==> config.mk <==
export PLATFORM = sky130hd
export DESIGN_NAME = crci_queue
export DESIGN_NICKNAME = d
export VERILOG_FILES = /design/src/hw/rtl/crci_pkg.sv /design/src/hw/rtl/crci_queue.sv
export SDC_FILE = /design/constraint.sdc
export NUM_CORES = 1
export LEC_CHECK = 0
export ABC_AREA = 0
export BUFFER_PORTS_ARGS = -buffer_cell sky130_fd_sc_hd__buf_4
export CORE_ASPECT_RATIO = 1.4
export CORE_UTILIZATION = 30
export CTS_CLUSTER_DIAMETER = 150
export DETAILED_ROUTE_END_ITERATION = 6
export PLACE_DENSITY = 0.55
export SETUP_SLACK_MARGIN = 0.05
export SLEW_MARGIN = 10
export SYNTH_ARGS = -nofsm -noshare
export SYNTH_HDL_FRONTEND = slang
export SYNTH_SLANG_ARGS = --single-unit
==> constraint.sdc <==
create_clock -name clk -period 9.4 [get_ports clk]
set_clock_uncertainty 0.1 [all_clocks]
set_input_delay 1.41 -clock clk [delete_from_list [all_inputs] [get_ports clk]]
set_output_delay 1.41 -clock clk [all_outputs]
set_load 0.1 [all_outputs]
==> src/hw/rtl/crci_pkg.sv <==
package crci_pkg;

  // field and datapath widths
  localparam int COORD_W   = 16;
  localparam int N_W       = 7;
  localparam int MAX_PPS   = 64;
  localparam int T_W       = 31;
  localparam int ROOT_W    = 29;
  localparam int SQ_W      = 34;
  localparam int SQV_W     = 2 * ROOT_W;
  localparam int SQR_W     = ROOT_W + 4;
  localparam int MP_W      = T_W + 1 + COORD_W;
  localparam int ACC_W     = MP_W + 2;
  localparam int CFG_IDX_W = 2;

  // register indexes
  localparam logic [CFG_IDX_W-1:0] REG_PPS = 2'd0;
  localparam logic [CFG_IDX_W-1:0] REG_EN  = 2'd1;

  // one segment job: the four control points and the run length
  typedef struct packed {
    logic [3:0][COORD_W-1:0] px;
    logic [3:0][COORD_W-1:0] py;
    logic [N_W-1:0]          n;
  } crci_job_t;

  // queue status seen by both sides
  typedef struct packed {
    logic full;
    logic empty;
  } crci_qstat_t;

  // saturate a wide signed value to a coordinate
  function automatic logic signed [COORD_W-1:0] sat_coord(input logic signed [ACC_W-1:0] v);
    logic signed [ACC_W-1:0] hi;
    logic signed [ACC_W-1:0] lo;
    hi = $signed({{(ACC_W-COORD_W+1){1'b0}}, {(COORD_W-1){1'b1}}});
    lo = $signed({{(ACC_W-COORD_W+1){1'b1}}, {(COORD_W-1){1'b0}}});
    if (v > hi) begin
      return hi[COORD_W-1:0];
    end else if (v < lo) begin
      return lo[COORD_W-1:0];
    end
    return v[COORD_W-1:0];
  endfunction

endpackage

==> src/hw/rtl/crci_queue.sv <==
module crci_queue import crci_pkg::*; (
  input  logic        clk,
  input  logic        rst_n,
  input  logic        push,
  input  crci_job_t   wr_job,
  input  logic        pop,
  output crci_job_t   rd_job,
  output crci_qstat_t stat
);

  crci_job_t  ent_r [2];
  logic       wp_r;
  logic       rp_r;
  logic [1:0] cnt_r;

  assign rd_job     = ent_r[rp_r];
  assign stat.full  = (cnt_r == 2'd2);
  assign stat.empty = (cnt_r == 2'd0);

  // two-entry job queue
  always_ff @(posedge clk) begin
    if (!rst_n) begin
      wp_r  <= 1'b0;
      rp_r  <= 1'b0;
      cnt_r <= 2'd0;
    end else begin
      if (push) begin
        wp_r <= ~wp_r;
      end
      if (pop) begin
        rp_r <= ~rp_r;
      end
      if (push && !pop) begin
        cnt_r <= cnt_r + 2'd1;
      end else if (pop && !push) begin
        cnt_r <= cnt_r - 2'd1;
      end
    end
  end

  always_ff @(posedge clk) begin
    if (push) begin
      ent_r[wp_r] <= wr_job;
    end
  end

endmodule

==> flow_metrics.env <==
export IMPL_cts_buffers=27
export IMPL_max_clock_freq_ghz=0.236
export IMPL_cts_max_path_buffers=3
export IMPL_finalSetupTns_ps=0
export IMPL_syn_instance_count=442
export IMPL_grt_max_degree=71
export IMPL_dpl_cell_area_um2=12700
export IMPL_die_x_um=157
export IMPL_worst_slew_pin_slew_ps=1030
export IMPL_synth_fp_nets=582
export IMPL_drv_slew=0
export IMPL_yosys_area_top_type_share=0.799
export IMPL_routed_wl_um=20400
export IMPL_hold_class="reg2reg"
export IMPL_p_leak_nw=5.10
export IMPL_fin_crit_ps=4240
export IMPL_power_per_cell_area_nw_per_um2=239
export IMPL_cts_setup_buffers=0
export IMPL_gp_congestion=0.680
export IMPL_dr_pass1_iters=4
export IMPL_syn_area_um2=10200
export IMPL_antenna_found_initial=2
export IMPL_start_util=0.305
export IMPL_rows=79
export IMPL_rr_worst_depth=2
export IMPL_setup_viol=0
export IMPL_rsz0062_at_grt="false"
export IMPL_critPathLaunchType="register"
export IMPL_worstPathMaxFanout=58
export IMPL_fin_crit_sh=0.451
export IMPL_place_detailed_hpwl_um=13100
export IMPL_synthTopCellsByArea="edfxtp_1 (80%), mux2_2 (9.4%), mux2_4 (7.4%)"
export IMPL_core_um2=33300
export IMPL_overflow=0
export IMPL_cts_htree_levels=1
export IMPL_cts_resized=0
export IMPL_routedWlPerCell_um=17.0
export IMPL_vias=5046
export IMPL_maxCapViolations=0
export IMPL_utilization=0.407
export IMPL_cts_clk_slew_worst_paths_ps=60
export IMPL_crit_type="reg2out"
export IMPL_cts_sink_count=275
export IMPL_pin_count=276
export IMPL_dieArea_um2=34600
export IMPL_layout_drive_gt1_share=0.606
export IMPL_postRouteAntennaNets=0
export IMPL_grt_util_all_layers=0.113
export IMPL_synth_area_per_cell_um2=23.0
export IMPL_clk_latency_ps=540
export IMPL_hold_path_depth=2
export IMPL_grt_pass1_wl_um=29100
export IMPL_cp_data_arrival_time_ps=2730
export IMPL_relSlewSlack=0.313
export IMPL_vias_per_cell=4.20
export IMPL_first_global_vias=5220
export IMPL_cts_hold_buf=0
export IMPL_fill_cells=3057
export IMPL_synth_top_area_cell="edfxtp_1"
export IMPL_synth_warnings=0
export IMPL_drc=0
export IMPL_port_buffers=275
export IMPL_ys_seq_area_frac=0.808
export IMPL_power_total_mw=3.24
export IMPL_final_area_um2=13600
export IMPL_endpoint_kind="primary output"
export IMPL_drtIter0Drc=146
export IMPL_peakVddDrop_mv=0.129
export IMPL_hold_viol_final=0
export IMPL_outcome="finished clean"
export IMPL_clock_root_buffer="clkbuf_16"
export IMPL_finalNetCount=876
export IMPL_fp_dieH_um=220
export IMPL_ys_seq_elements=275
export IMPL_area_growth_syn_to_layout_pct=33.6
export IMPL_cp_required_ps=7890
export IMPL_cts_tree="built"
export IMPL_synth_distinct_cells=18
## cell families (layout without fill, tap and decap cells)
logic type      count (synthesis)  in the layout  share of synthesized area
flops                         275            275                      0.808
mux                           135            135                      0.168
buf+inv                        16            328                     0.0121
simple gates                    9              9                    0.00542
compound gates                  3              3                    0.00197
xor+xnor                        3              3                    0.00259
fa+ha+maj                       1              1                    0.00123
other cells                     0              2                          0
## metrics by stage
step / hold slack (ps) / setup WS (ps) / instances
floorplan: 374 / 1360 / 442
global placement: 395 / 5530 / 1152
detailed placement: 411 / 5520 / 1152
CTS: 419 / 5060 / 1199
global route: 486 / 4980 / 1199
finish: 418 / 5160 / 1201
## registers in the layout, indices dropped and copies added, names as in the netlist, named ones only
signal  cells
ent_r     270
cnt_r       2
rp_r        1
wp_r        1
## cells in the mapped netlist
| cell | instances |
|---|---|
| edfxtp_1 | 270 |
| mux2_2 | 85 |
| mux2_4 | 50 |
| buf_2 | 8 |
| buf_6 | 7 |
| dfxtp_1 | 5 |
| and2_1 | 4 |
| nor2b_1 | 2 |
| xor2_1 | 2 |
| a21boi_0 | 1 |
| and2b_1 | 1 |
| ha_1 | 1 |
| inv_1 | 1 |
| nor2_1 | 1 |
| o21a_1 | 1 |
| o21ai_0 | 1 |
| or3_1 | 1 |
| xnor2_1 | 1 |
## power breakdown
group          switching [mW]  leakage, nW  internal (mW)  total, mW
Sequential             0.0195         2.58           1.42       1.44
Combinational           0.563         2.10          0.191      0.754
Clock                   0.434        0.420          0.611       1.05
## worst paths after layout
check,startpoint,to,slack [ps]
worst max-delay path,register,rd_job[17],5160
worst min-delay path,cnt_r[1],cnt_r[1],420
worst max register to register,wp_r,ent_r[1][62],6700
worst min register to register,cnt_r[1],cnt_r[1],420
## cell usage in the layout, fill, tap and decap left out
master,instances
ha_1,1
a21boi_0,1
clkinvlp_4,1
edfxtp_1,270
and2_1,3
dfxtp_1,4
diode_2,2
mux2_2,85
xor2_1,2
clkinv_4,1
nor2b_4,1
dfxtp_4,1
nor2_1,1
and2b_1,1
clkbuf_1,6
clkinv_1,2
inv_1,1
clkbuf_8,4
mux2_4,50
or3_1,1
clkbuf_16,27
clkinv_2,4
o21ai_0,1
xnor2_1,1
bufinv_16,2
and2_4,1
buf_4,280
nor2b_1,1
o21a_1,1
## final cells by class
class | count | area (um2) | share of cell area
clock buffers | 37 | 753 | 0.0555
repair buffers | 280 | 2100 | 0.155
flip-flops and latches | 275 | 8210 | 0.605
inverters | 1 | 3.75 | 0.000277
multi-input cells | 151 | 1830 | 0.135
clock inverters | 10 | 104 | 0.00765
diodes | 2 | 5.00 | 0.000369
well taps | 445 | 557 | 0.0410
## metal layers
layer  routed length (um)  vias up  GRT usage
met3                 1920       33     0.0441
met1                 7030     2477      0.115
met5                    0        -          0
met2                10900      192      0.205
li1                     -     2344          -
met4                  542        0     0.0479
## critical path, stage by stage, from the launching register on
cell and delay [ps]:
dfxtp_4 670, buf_4 750, mux2_2 430, buf_4 230
Note: power is estimated with default switching activity, not from simulation.
