`config.mk`:
```
export PLATFORM = sky130hd
export DESIGN_NAME = crci_front
export DESIGN_NICKNAME = d
export VERILOG_FILES = /design/src/hw/rtl/crci_pkg.sv /design/src/hw/rtl/crci_front.sv
export SDC_FILE = /design/constraint.sdc
export NUM_CORES = 1
export LEC_CHECK = 0
export BUFFER_PORTS_ARGS = -buffer_cell sky130_fd_sc_hd__buf_4
export CORE_UTILIZATION = 48
export CTS_CLUSTER_SIZE = 25
export DETAILED_ROUTE_END_ITERATION = 12
export GPL_TIMING_DRIVEN = 0
export MAX_ROUTING_LAYER = met4
export PLACE_DENSITY = 0.88
export SLEW_MARGIN = 40
export SYNTH_ARGS = -nofsm -noshare
export SYNTH_HDL_FRONTEND = slang
export SYNTH_SLANG_ARGS = --single-unit
export TNS_END_PERCENT = 50
```
`constraint.sdc`:
```
create_clock -name clk -period 10.15 [get_ports clk]
set_input_delay 1.5225 -clock clk [delete_from_list [all_inputs] [get_ports clk]]
set_output_delay 1.5225 -clock clk [all_outputs]
set_load 0.03 [all_outputs]
```
`src/hw/rtl/crci_pkg.sv`:
```
package crci_pkg;

  // field and datapath widths
  localparam int COORD_W   = 16;
  localparam int N_W       = 7;
  localparam int MAX_PPS   = 64;
  localparam int T_W       = 31;
  localparam int ROOT_W    = 29;
  localparam int SQ_W      = 34;
  localparam int SQV_W     = 2 * ROOT_W;
  localparam int SQR_W     = ROOT_W + 4;
  localparam int MP_W      = T_W + 1 + COORD_W;
  localparam int ACC_W     = MP_W + 2;
  localparam int CFG_IDX_W = 2;

  // register indexes
  localparam logic [CFG_IDX_W-1:0] REG_PPS = 2'd0;
  localparam logic [CFG_IDX_W-1:0] REG_EN  = 2'd1;

  // one segment job: the four control points and the run length
  typedef struct packed {
    logic [3:0][COORD_W-1:0] px;
    logic [3:0][COORD_W-1:0] py;
    logic [N_W-1:0]          n;
  } crci_job_t;

  // queue status seen by both sides
  typedef struct packed {
    logic full;
    logic empty;
  } crci_qstat_t;

  // saturate a wide signed value to a coordinate
  function automatic logic signed [COORD_W-1:0] sat_coord(input logic signed [ACC_W-1:0] v);
    logic signed [ACC_W-1:0] hi;
    logic signed [ACC_W-1:0] lo;
    hi = $signed({{(ACC_W-COORD_W+1){1'b0}}, {(COORD_W-1){1'b1}}});
    lo = $signed({{(ACC_W-COORD_W+1){1'b1}}, {(COORD_W-1){1'b0}}});
    if (v > hi) begin
      return hi[COORD_W-1:0];
    end else if (v < lo) begin
      return lo[COORD_W-1:0];
    end
    return v[COORD_W-1:0];
  endfunction

endpackage

```
`src/hw/rtl/crci_front.sv`:
```
module crci_front import crci_pkg::*; (
  input  logic                 clk,
  input  logic                 rst_n,
  input  logic                 in_valid,
  output logic                 in_ready,
  input  logic [COORD_W-1:0]   in_point_x,
  input  logic [COORD_W-1:0]   in_point_y,
  input  logic                 in_new_curve,
  input  logic                 cfg_valid,
  input  logic [CFG_IDX_W-1:0] cfg_index,
  input  logic [N_W-1:0]       cfg_data,
  input  crci_qstat_t          q_stat,
  output logic                 q_push,
  output crci_job_t            q_job
);

  logic [COORD_W-1:0] wx_r [3];
  logic [COORD_W-1:0] wy_r [3];
  logic [1:0]         held_r;
  logic [N_W-1:0]     pps_r;
  logic               en_r;
  logic [1:0]         held_eff;
  logic               acc;
  logic [N_W-1:0]     n_cl;

  assign in_ready = !q_stat.full;
  assign acc      = in_valid && in_ready;
  assign held_eff = in_new_curve ? 2'd0 : held_r;

  // clamp the run length
  always_comb begin
    if (pps_r < N_W'(2)) begin
      n_cl = N_W'(2);
    end else if (pps_r > N_W'(MAX_PPS)) begin
      n_cl = N_W'(MAX_PPS);
    end else begin
      n_cl = pps_r;
    end
  end

  // job when the window is full and interpolation is on
  assign q_push = acc && (held_eff == 2'd3) && en_r;
  always_comb begin
    q_job.px = {in_point_x, wx_r[2], wx_r[1], wx_r[0]};
    q_job.py = {in_point_y, wy_r[2], wy_r[1], wy_r[0]};
    q_job.n  = n_cl;
  end

  // configuration and window count
  always_ff @(posedge clk) begin
    if (!rst_n) begin
      held_r <= 2'd0;
      pps_r  <= N_W'(8);
      en_r   <= 1'b1;
    end else begin
      if (cfg_valid) begin
        case (cfg_index)
          REG_PPS: pps_r <= cfg_data;
          REG_EN:  en_r  <= cfg_data[0];
          default: ;
        endcase
      end
      if (acc) begin
        held_r <= (held_eff == 2'd3) ? 2'd3 : held_eff + 2'd1;
      end
    end
  end

  // point window, oldest first
  always_ff @(posedge clk) begin
    if (acc) begin
      wx_r[0] <= wx_r[1];
      wy_r[0] <= wy_r[1];
      wx_r[1] <= wx_r[2];
      wy_r[1] <= wy_r[2];
      wx_r[2] <= in_point_x;
      wy_r[2] <= in_point_y;
    end
  end

endmodule

```
==> results.json <==
{
  "status": "finished, final reports clean",
  "synth-edff-count": 96,
  "worstPathRequired_ps": 8630,
  "die_y_microns": 88.8,
  "synth.most_common_cell": "edfxtp_1",
  "p_total_uw": 896,
  "grt_max_degree": 24,
  "finalHoldViolations": 0,
  "cts_made_buffers": 9,
  "nFillCells": 441,
  "cellLeakagePower_uw": 0.00229,
  "htreeDepth": 3,
  "post_cts_buffers": 0,
  "start_util_pct": 49.9,
  "core-area_sq_mm": 0.00725,
  "hold_class": "reg2reg",
  "clock_latency_ps": 360,
  "ys_warn_count": 0,
  "post_route_cells_drive_above_1_share_pct": 61.7,
  "tightest_slew_ps": 289,
  "first_pass_iters": 4,
  "io_pins": 185,
  "avgViaCountPerCell": 4.59,
  "ant_nets": 0,
  "ys_ff_latch": 106,
  "cts_buffer_depth": 2,
  "wl_per_cell_microns": 15.1,
  "drt_iter0_drc": 70,
  "via_count": 2239,
  "ir_drop_mv": 0.0886,
  "synth_common_cells": "edfxtp_1 (96), buf_4 (32), nand2_1 (13), dfxtp_1 (10)",
  "syn_nets": 233,
  "grt_overflow_total": 0,
  "slew-limit-headroom_pct": 80.7,
  "numPortBuffers": 183,
  "grt_pass1_vias": 2122,
  "grt_usage_pct": 19.4,
  "grt_setup_unrepaired": "false",
  "period_minus_slack_ps": 3730,
  "synth_cell_types": 22,
  "finalClockSkew_ps": 14.0,
  "rows": 31,
  "grt_pass1_wl_microns": 10400,
  "hold_buffers": 0,
  "syn_area_sq_mm": 0.00362,
  "synthTopCellsByArea": "edfxtp_1 (80%), buf_4 (6.6%), dfxtp_1 (5.5%)",
  "async_flop_share_pct": 0,
  "critPathLaunchType": "input port",
  "dieArea_sq_mm": 0.00789,
  "slew_viol_final": 0,
  "cts_resized": 0,
  "syn_area_per_cell_sq_um": 19.6,
  "antenna_cells": 0,
  "synthToLayoutAreaGrowth_pct": 49.9,
  "setup_viol": 0,
  "synthCells": 185,
  "yosysTopAreaCell": "edfxtp_1",
  "synth_ff_type": "edfxtp_1",
  "root_buffer": "clkbuf_8",
  "cts_tree": "yes",
  "fmax_mhz": 268,
  "synth_top_area_share_pct": 79.6,
  "critical_path_class": "in2out",
  "routed_wl_microns": 7380,
  "antenna_found_initial": 0,
  "drc_errors": 0,
  "crit_path_end_kind": "output pin",
  "layout.area.seq_sq_mm": 0.00308,
  "gp_congestion": 0.820,
  "multi_input_area_sq_um": 268,
  "dp_hpwl_microns": 5610,
  "seq_area_frac_synth_pct": 85.2,
  "maxCapViolations": 0,
  "period_share_pct": 36.8,
  "clk_pin_slew_ps": 100,
  "die_w_microns": 88.8,
  "layout.nets": 432,
  "setup_tns_ps": 0,
  "cp_max_fo": 4,
  "clkSinkCount": 106,
  "arrival_ps": 2210,
  "power.density_mw_per_mm2": 165
}
-- power breakdown --
| group | switching [uW] | total [uW] | internal (uW) |
|---|---|---|---|
| combinational | 76.0 | 131 | 54.7 |
| sequential | 8.81 | 505 | 496 |
| clock | 143 | 260 | 117 |
-- metrics by stage --
| step | instances | worst slack, ps | cell area (sq um) | hold WS [ps] | utilization [%] |
|---|---|---|---|---|---|
| global route | 488 | 6390 | 5430 | 465 | 74.8 |
| global placement | 467 | 1840 | 5120 | 431 | 70.6 |
| CTS | 488 | 6420 | 5430 | 454 | 74.8 |
| detailed placement | 472 | 6420 | 5230 | 436 | 72.0 |
| finish | 488 | 6420 | 5430 | 448 | 74.8 |
| floorplan | 185 | 3440 | 3620 | 435 | - |
-- worst paths after layout --
path | from | end | slack [ps] | cells after the start
worst max register to register | held_r[0] | held_r[0] | 9260 | 2
worst max-delay path | q_stat[1] | q_push | 6420 | 4
worst min register to register | wy_r[0][35] | wy_r[0][19] | 450 | 0
worst min-delay path | wy_r[0][35] | wy_r[0][19] | 450 | 0
-- layer usage --
layer | vias to the layer above | GRT usage, % | wire length, microns
met5 | - | - | 0
met4 | 0 | 12.8 | 278
met3 | 23 | 4.66 | 556
met2 | 125 | 31.3 | 3770
met1 | 1043 | 21.5 | 2770
li1 | 1048 | - | -
-- layout make-up --
type	instances	area share, %
timing repair buffer	188	27.2
buffer	35	4.68
multi-input combinational	38	4.94
clock buffer	9	2.28
clock inverter	7	1.41
tap	99	2.28
sequential	106	56.8
inverter	6	0.415
-- logic make-up after synthesis --
group           share of synthesized area (%)
flops                                    85.2
mux                                      1.66
buf+inv                                  7.64
simple gates                             4.11
compound gates                           1.42
-- worst max-delay path, stage by stage --
cell and delay [ps]:
buf_4 130, nand3b_1 180, nor3_1 180, buf_4 190
-- registers in the layout (all words and copies together) (netlist names) --
signal  count
en_r        1
wx_r       48
wy_r       48
held_r      2
pps_r       7
-- cell usage in the layout (no fill, tap or decap) --
| master | synthesis | layout |
|---|---|---|
| a211o_1 | 1 | 1 |
| a21oi_1 | 1 | 1 |
| a221oi_1 | 1 | 1 |
| and4b_1 | 1 | 1 |
| buf_16 | 0 | 2 |
| buf_2 | 2 | 2 |
| buf_4 | 32 | 215 |
| buf_8 | 0 | 3 |
| bufinv_16 | 0 | 1 |
| clkbuf_1 | 1 | 1 |
| clkbuf_8 | 0 | 9 |
| clkinv_1 | 0 | 1 |
| clkinv_2 | 0 | 1 |
| clkinv_4 | 0 | 1 |
| dfxtp_1 | 10 | 10 |
| edfxtp_1 | 96 | 96 |
| inv_1 | 6 | 6 |
| inv_6 | 0 | 2 |
| inv_8 | 0 | 1 |
| mux2i_1 | 6 | 6 |
| nand2_1 | 13 | 13 |
| nand3b_1 | 2 | 2 |
| nand4bb_1 | 2 | 2 |
| nor2_1 | 1 | 1 |
| nor2b_1 | 4 | 3 |
| nor2b_4 | 0 | 1 |
| nor3_1 | 1 | 1 |
| nor3b_1 | 1 | 1 |
| o211a_1 | 1 | 1 |
| o211ai_1 | 1 | 1 |
| o221a_2 | 1 | 1 |
| or4_4 | 1 | 1 |
No activity file was read; power rests on OpenSTA's default activity.
